`src/sma_pkg.sv`:
```
`default_nettype none
package sma_pkg;

   localparam int DATA_W      = 64;
   localparam int CMD_W       = 5;
   localparam int STATUS_W    = 3;
   localparam int DEPTH_W     = 9;
   localparam int STACK_DEPTH_DEFAULT = 256;

   localparam logic [CMD_W-1:0] CMD_PUSH  = 5'd0;
   localparam logic [CMD_W-1:0] CMD_ADD   = 5'd1;
   localparam logic [CMD_W-1:0] CMD_SUB   = 5'd2;
   localparam logic [CMD_W-1:0] CMD_MUL   = 5'd3;
   localparam logic [CMD_W-1:0] CMD_DIV   = 5'd4;
   localparam logic [CMD_W-1:0] CMD_SHL   = 5'd5;
   localparam logic [CMD_W-1:0] CMD_SHR   = 5'd6;
   localparam logic [CMD_W-1:0] CMD_EQ    = 5'd7;
   localparam logic [CMD_W-1:0] CMD_NE    = 5'd8;
   localparam logic [CMD_W-1:0] CMD_LT    = 5'd9;
   localparam logic [CMD_W-1:0] CMD_GT    = 5'd10;
   localparam logic [CMD_W-1:0] CMD_LE    = 5'd11;
   localparam logic [CMD_W-1:0] CMD_GE    = 5'd12;
   localparam logic [CMD_W-1:0] CMD_DUP   = 5'd13;
   localparam logic [CMD_W-1:0] CMD_DROP  = 5'd14;
   localparam logic [CMD_W-1:0] CMD_SWAP  = 5'd15;
   localparam logic [CMD_W-1:0] CMD_NIP   = 5'd16;
   localparam logic [CMD_W-1:0] CMD_TUCK  = 5'd17;
   localparam logic [CMD_W-1:0] CMD_OVER  = 5'd18;
   localparam logic [CMD_W-1:0] CMD_ROT   = 5'd19;
   localparam logic [CMD_W-1:0] CMD_NROT  = 5'd20;
   localparam logic [CMD_W-1:0] CMD_PICK  = 5'd21;
   localparam logic [CMD_W-1:0] CMD_POP   = 5'd22;

   localparam logic [STATUS_W-1:0] ST_OK    = 3'd0;
   localparam logic [STATUS_W-1:0] ST_UNDER = 3'd1;
   localparam logic [STATUS_W-1:0] ST_OVER  = 3'd2;
   localparam logic [STATUS_W-1:0] ST_DIV0  = 3'd3;
   localparam logic [STATUS_W-1:0] ST_RANGE = 3'd4;

   typedef struct packed {
      logic start;
      logic is_div;
   } md_ctl_type;

   function automatic logic [1:0] need_of(input logic [CMD_W-1:0] cmd);
      logic [1:0] n;
      n = 2'd0;
      case (cmd) inside
         [CMD_ADD:CMD_GE]:                  n = 2'd2;
         CMD_DUP, CMD_DROP, CMD_PICK, CMD_POP: n = 2'd1;
         CMD_SWAP, CMD_NIP, CMD_TUCK, CMD_OVER: n = 2'd2;
         CMD_ROT, CMD_NROT:                 n = 2'd3;
         default:                           n = 2'd0;
      endcase
      return n;
   endfunction

   function automatic logic grows(input logic [CMD_W-1:0] cmd);
      return (cmd == CMD_PUSH) || (cmd == CMD_DUP) || (cmd == CMD_TUCK) || (cmd == CMD_OVER);
   endfunction

endpackage
`default_nettype wire

```
`src/sma_muldiv.sv`:
```
`default_nettype none
module sma_muldiv
   import sma_pkg::*;
(
   input  wire logic              clock,
   input  wire logic              reset,
   input  wire md_ctl_type        ctl,
   input  wire logic [DATA_W-1:0] l,
   input  wire logic [DATA_W-1:0] r,
   output logic                   done,
   output logic [DATA_W-1:0]      result
);
   localparam int HALF = DATA_W / 2;
   localparam int SW = $clog2(DATA_W);

   logic              active_ff, active_in;
   logic              div_ff, div_in;
   logic              done_ff, done_in;
   logic [SW-1:0]     step_ff, step_in;
   logic [DATA_W-1:0] l_ff, l_in, r_ff, r_in;
   logic [DATA_W-1:0] acc_ff, acc_in, prod_ff, prod_in;
   logic [DATA_W-1:0] quo_ff, quo_in, rem_ff, rem_in;
   logic [HALF-1:0]   ma, mb;
   logic [DATA_W:0]   rem_sh, diff;

   // pick the partial product for this step; only the low word is kept
   always_comb begin
      case (step_ff[1:0])
         2'd0:    begin ma = l_ff[HALF-1:0];      mb = r_ff[HALF-1:0];      end
         2'd1:    begin ma = l_ff[HALF-1:0];      mb = r_ff[DATA_W-1:HALF]; end
         default: begin ma = l_ff[DATA_W-1:HALF]; mb = r_ff[HALF-1:0];      end
      endcase
      prod_in = ma * mb;
      rem_sh  = {rem_ff, quo_ff[DATA_W-1]};
      diff    = rem_sh - {1'b0, r_ff};
   end

   always_comb begin
      active_in = active_ff;
      div_in    = div_ff;
      done_in   = 1'b0;
      step_in   = step_ff;
      l_in      = l_ff;
      r_in      = r_ff;
      acc_in    = acc_ff;
      quo_in    = quo_ff;
      rem_in    = rem_ff;
      if (ctl.start) begin
         active_in = 1'b1;
         div_in    = ctl.is_div;
         step_in   = '0;
         l_in      = l;
         r_in      = r;
         acc_in    = '0;
         quo_in    = l;
         rem_in    = '0;
      end else if (active_ff) begin
         step_in = step_ff + SW'(1);
         if (div_ff) begin
            // restoring step: shift in one dividend bit, subtract when it fits
            if (!diff[DATA_W]) begin
               rem_in = diff[DATA_W-1:0];
               quo_in = {quo_ff[DATA_W-2:0], 1'b1};
            end else begin
               rem_in = rem_sh[DATA_W-1:0];
               quo_in = {quo_ff[DATA_W-2:0], 1'b0};
            end
            if (step_ff == SW'(DATA_W - 1)) begin
               active_in = 1'b0;
               done_in   = 1'b1;
            end
         end else begin
            case (step_ff[1:0])
               2'd0:    acc_in = acc_ff;
               2'd1:    acc_in = prod_ff;
               default: acc_in = acc_ff + {prod_ff[HALF-1:0], {HALF{1'b0}}};
            endcase
            if (step_ff[1:0] == 2'd3) begin
               active_in = 1'b0;
               done_in   = 1'b1;
            end
         end
      end
   end

   always_ff @(posedge clock) begin
      if (reset) begin
         active_ff <= 1'b0;
         done_ff   <= 1'b0;
      end else begin
         active_ff <= active_in;
         done_ff   <= done_in;
      end
      div_ff  <= div_in;
      step_ff <= step_in;
      l_ff    <= l_in;
      r_ff    <= r_in;
      acc_ff  <= acc_in;
      prod_ff <= prod_in;
      quo_ff  <= quo_in;
      rem_ff  <= rem_in;
   end

   assign done   = done_ff;
   assign result = div_ff ? quo_ff : acc_ff;
endmodule
`default_nettype wire

```
`config.mk`:
```
export PLATFORM = sky130hd
export DESIGN_NAME = sma_muldiv
export DESIGN_NICKNAME = d
export VERILOG_FILES = /design/src/sma_pkg.sv /design/src/sma_muldiv.sv
export SDC_FILE = /design/constraint.sdc
export NUM_CORES = 2
export LEC_CHECK = 0
export BUFFER_PORTS_ARGS = -buffer_cell sky130_fd_sc_hd__buf_2
export CAP_MARGIN = 20
export CORE_MARGIN = 3
export CORE_UTILIZATION = 31
export DETAILED_ROUTE_END_ITERATION = 7
export PLACE_DENSITY = 0.5
export SETUP_SLACK_MARGIN = 0.1
export SLEW_MARGIN = 20
export SYNTH_ARGS = -nofsm -noshare
export SYNTH_HDL_FRONTEND = slang
export SYNTH_SLANG_ARGS = --single-unit
```
`constraint.sdc`:
```
create_clock -name clock -period 21 [get_ports clock]
set_input_delay 1.05 -clock clock [delete_from_list [all_inputs] [get_ports clock]]
set_output_delay 1.05 -clock clock [all_outputs]
set_load 0.005 [all_outputs]
```
==> flow_metrics.env <==
export IMPL_status="complete, no violations"
export IMPL_hp_class="register to register"
export IMPL_cts_buffers=50
export IMPL_cts_sinks=393
export IMPL_vias_per_cell=5.08
export IMPL_nNetsFinal=7117
export IMPL_timing_fmax_mhz=95.2
export IMPL_rsz0062_at_grt="false"
export IMPL_slowest_stage="buf_4"
export IMPL_end_kind="register"
export IMPL_fin_crit_ns=10.50
export IMPL_reg2reg_depth=31
export IMPL_slew_headroom_pct=20.3
export IMPL_post_place_cells=7877
export IMPL_crit_type="register to register"
export IMPL_avgRoutedWirePerCell_um=24.7
export IMPL_worstReg2RegStart="step_ff[0]"
export IMPL_synth_warnings=0
export IMPL_numPortBuffers=196
export IMPL_dr_pass1_iters=6
export IMPL_setup_tns_ns=0
export IMPL_std_cell_rows=150
export IMPL_grt_max_degree=95
export IMPL_fin_cells=7974
export IMPL_worst_pin_slew_ns=1.20
export IMPL_whs_ns=0.455
export IMPL_timing_final_crit_share_pct=50.0
export IMPL_fp_dieW_um=417
export IMPL_ios=197
export IMPL_maxCapViolations=0
export IMPL_regToRegSetupSlack_ns=10.50
export IMPL_crit_path_max_incr_delay_ns=0.77
export IMPL_worst_path_most_repeated_cell="fa_1"
export IMPL_drive_gt1_share_pct=10.5
export IMPL_clk_path_buf_depth=3
export IMPL_initial_core_util_pct=31.2
export IMPL_worstHoldEndpoint="acc_ff[2]"
export IMPL_cts_resized=0
export IMPL_syn_num_nets=7058
export IMPL_synth_area_leader_cell="fa_1"
export IMPL_ant_nets=0
export IMPL_vias=40500
export IMPL_root_buffer="clkbuf_16"
export IMPL_min_path_cells=2
export IMPL_slew_violations=0
export IMPL_antenna_found_initial=4
export IMPL_grt_pass1_wl_um=288000
export IMPL_drc=0
export IMPL_rr_endpoint="prod_ff[58]"
export IMPL_die_y_um=417
export IMPL_area_delta_synth_final_pct=10.1
export IMPL_cts_hold_buffers=0
export IMPL_synth_edff_count=193
export IMPL_routed_wl_um=197000
export IMPL_hpwl_um=159000
export IMPL_synth_area_leaders="fa_1, edfxtp_1, ha_1"
export IMPL_cp_start_kind="register"
export IMPL_grt_pass1_vias=41942
export IMPL_postCtsSetupRepairBufs=0
export IMPL_core_area_um2=167000
export IMPL_clock_latency_ns=0.66
export IMPL_clkSlewWorstSetupHoldPaths_ns=0.06
export IMPL_mostFrequentLayoutCell="inv_1"
export IMPL_worstPathArrival_ns=11.07
export IMPL_finalSetupViolCount=0
export IMPL_ys_ff_latch=393
export IMPL_synthCells=5666
export IMPL_netlist_area_um2=52300
export IMPL_dieArea_um2=174000
export IMPL_cp_startpoint="step_ff[0]"
export IMPL_place_gp_congestion=0.935
export IMPL_hp_start="acc_ff[2]"
export IMPL_worstPathMaxFanout=48
export IMPL_grt_ovfl_total=0
export IMPL_ys_seq_area_share_pct=18.7
export IMPL_fin_skew_ns=0.0660
export IMPL_grt_total_usage_pct=22.6
export IMPL_hold_viol_final=0
export IMPL_cts_tree="done"
export IMPL_synthArstFlopShare_pct=0
export IMPL_synth_top_area_share_pct=34.4
export IMPL_syn_area_per_cell_um2=9.23
export IMPL_required_ns=21.56
export IMPL_synth_main_ff_cell="dfxtp_1"
export IMPL_synth_cell_types=81
export IMPL_cts_htree_levels=2
export IMPL_drt_iter0_markers=3373
export IMPL_layout_common_cells="inv_1, fa_1, nand2_1, nor2_1, ha_1"
[area by class of cell]
class,count,area (um2)
clock inverters,27,294
fillers,17421,110000
inverters,972,3650
diodes,3,7.51
clock buffers,67,1390
repair buffers,288,1690
flip-flops and latches,393,9800
well taps,2204,2760
multi-input cells,4020,38000
[kinds of logic after synthesis]
kind of cell	count (synthesis)	synth area share (%)
buffers and inverters	1253	9.07
flip-flops	393	18.7
XOR/XNOR	149	2.51
multiplexers	257	5.30
adder cells (fa/ha/maj)	1260	43.0
AO/OA/AOI/OAI	732	8.74
AND/OR/NAND/NOR	1622	12.6
[cells in the mapped netlist (97+ instances only)]
cell      instances
a21oi_1         212
inv_1           972
dfxtp_1         200
ha_1            362
nor2_1          688
mux2_2          160
fa_1            898
o21ai_0         153
edfxtp_1        193
clkbuf_1        237
nand2_1         720
mux2i_1          97
[stage by stage]
step	worst slack [ns]	util, %	cell area (um2)
2_1_floorplan	11.91	-	52300
3_5_place_dp	10.63	33.4	55900
6_report	10.50	34.4	57600
3_3_place_gp	10.70	33.4	55900
4_1_cts	10.52	34.4	57600
5_1_grt	9.67	34.4	57600
[flip-flops by register name (all words and copies together), names as in the netlist]
register   cells
r_ff          64
step_ff        6
rem_ff        64
active_ff      1
acc_ff        64
done           1
prod_ff       64
l_ff          64
quo_ff        64
div_ff         1
[worst max-delay path, delay by kind of cell (launching register included)]
family	cells	cell delay (ns)
mux	1	0.54
compound gates	9	2.21
buf+inv	7	1.40
fa+ha+maj	10	4.78
simple gates	3	0.75
flops	1	0.49
xor+xnor	1	0.14
[routing by layer]
layer  global-route usage [%]  wire length (um)  vias up
met4                     8.61              8840        6
met1                     30.8             85200    20888
met5                        0                34        -
met3                     3.80             13000      263
li1                         -                 -    17962
met2                     35.9             89600     1381
[worst max path at each step]
| stage | endpoint |
|---|---|
| finish | prod_ff[58] |
| global route | prod_ff[56] |
| CTS | prod_ff[56] |
| detailed placement | prod_ff[56] |
| global placement | prod_ff[56] |
| floorplan | prod_ff[58] |
Power is left out: the tool's default activity adds up to more than one toggle a clock period on the data nets, which glitch-free logic cannot reach.
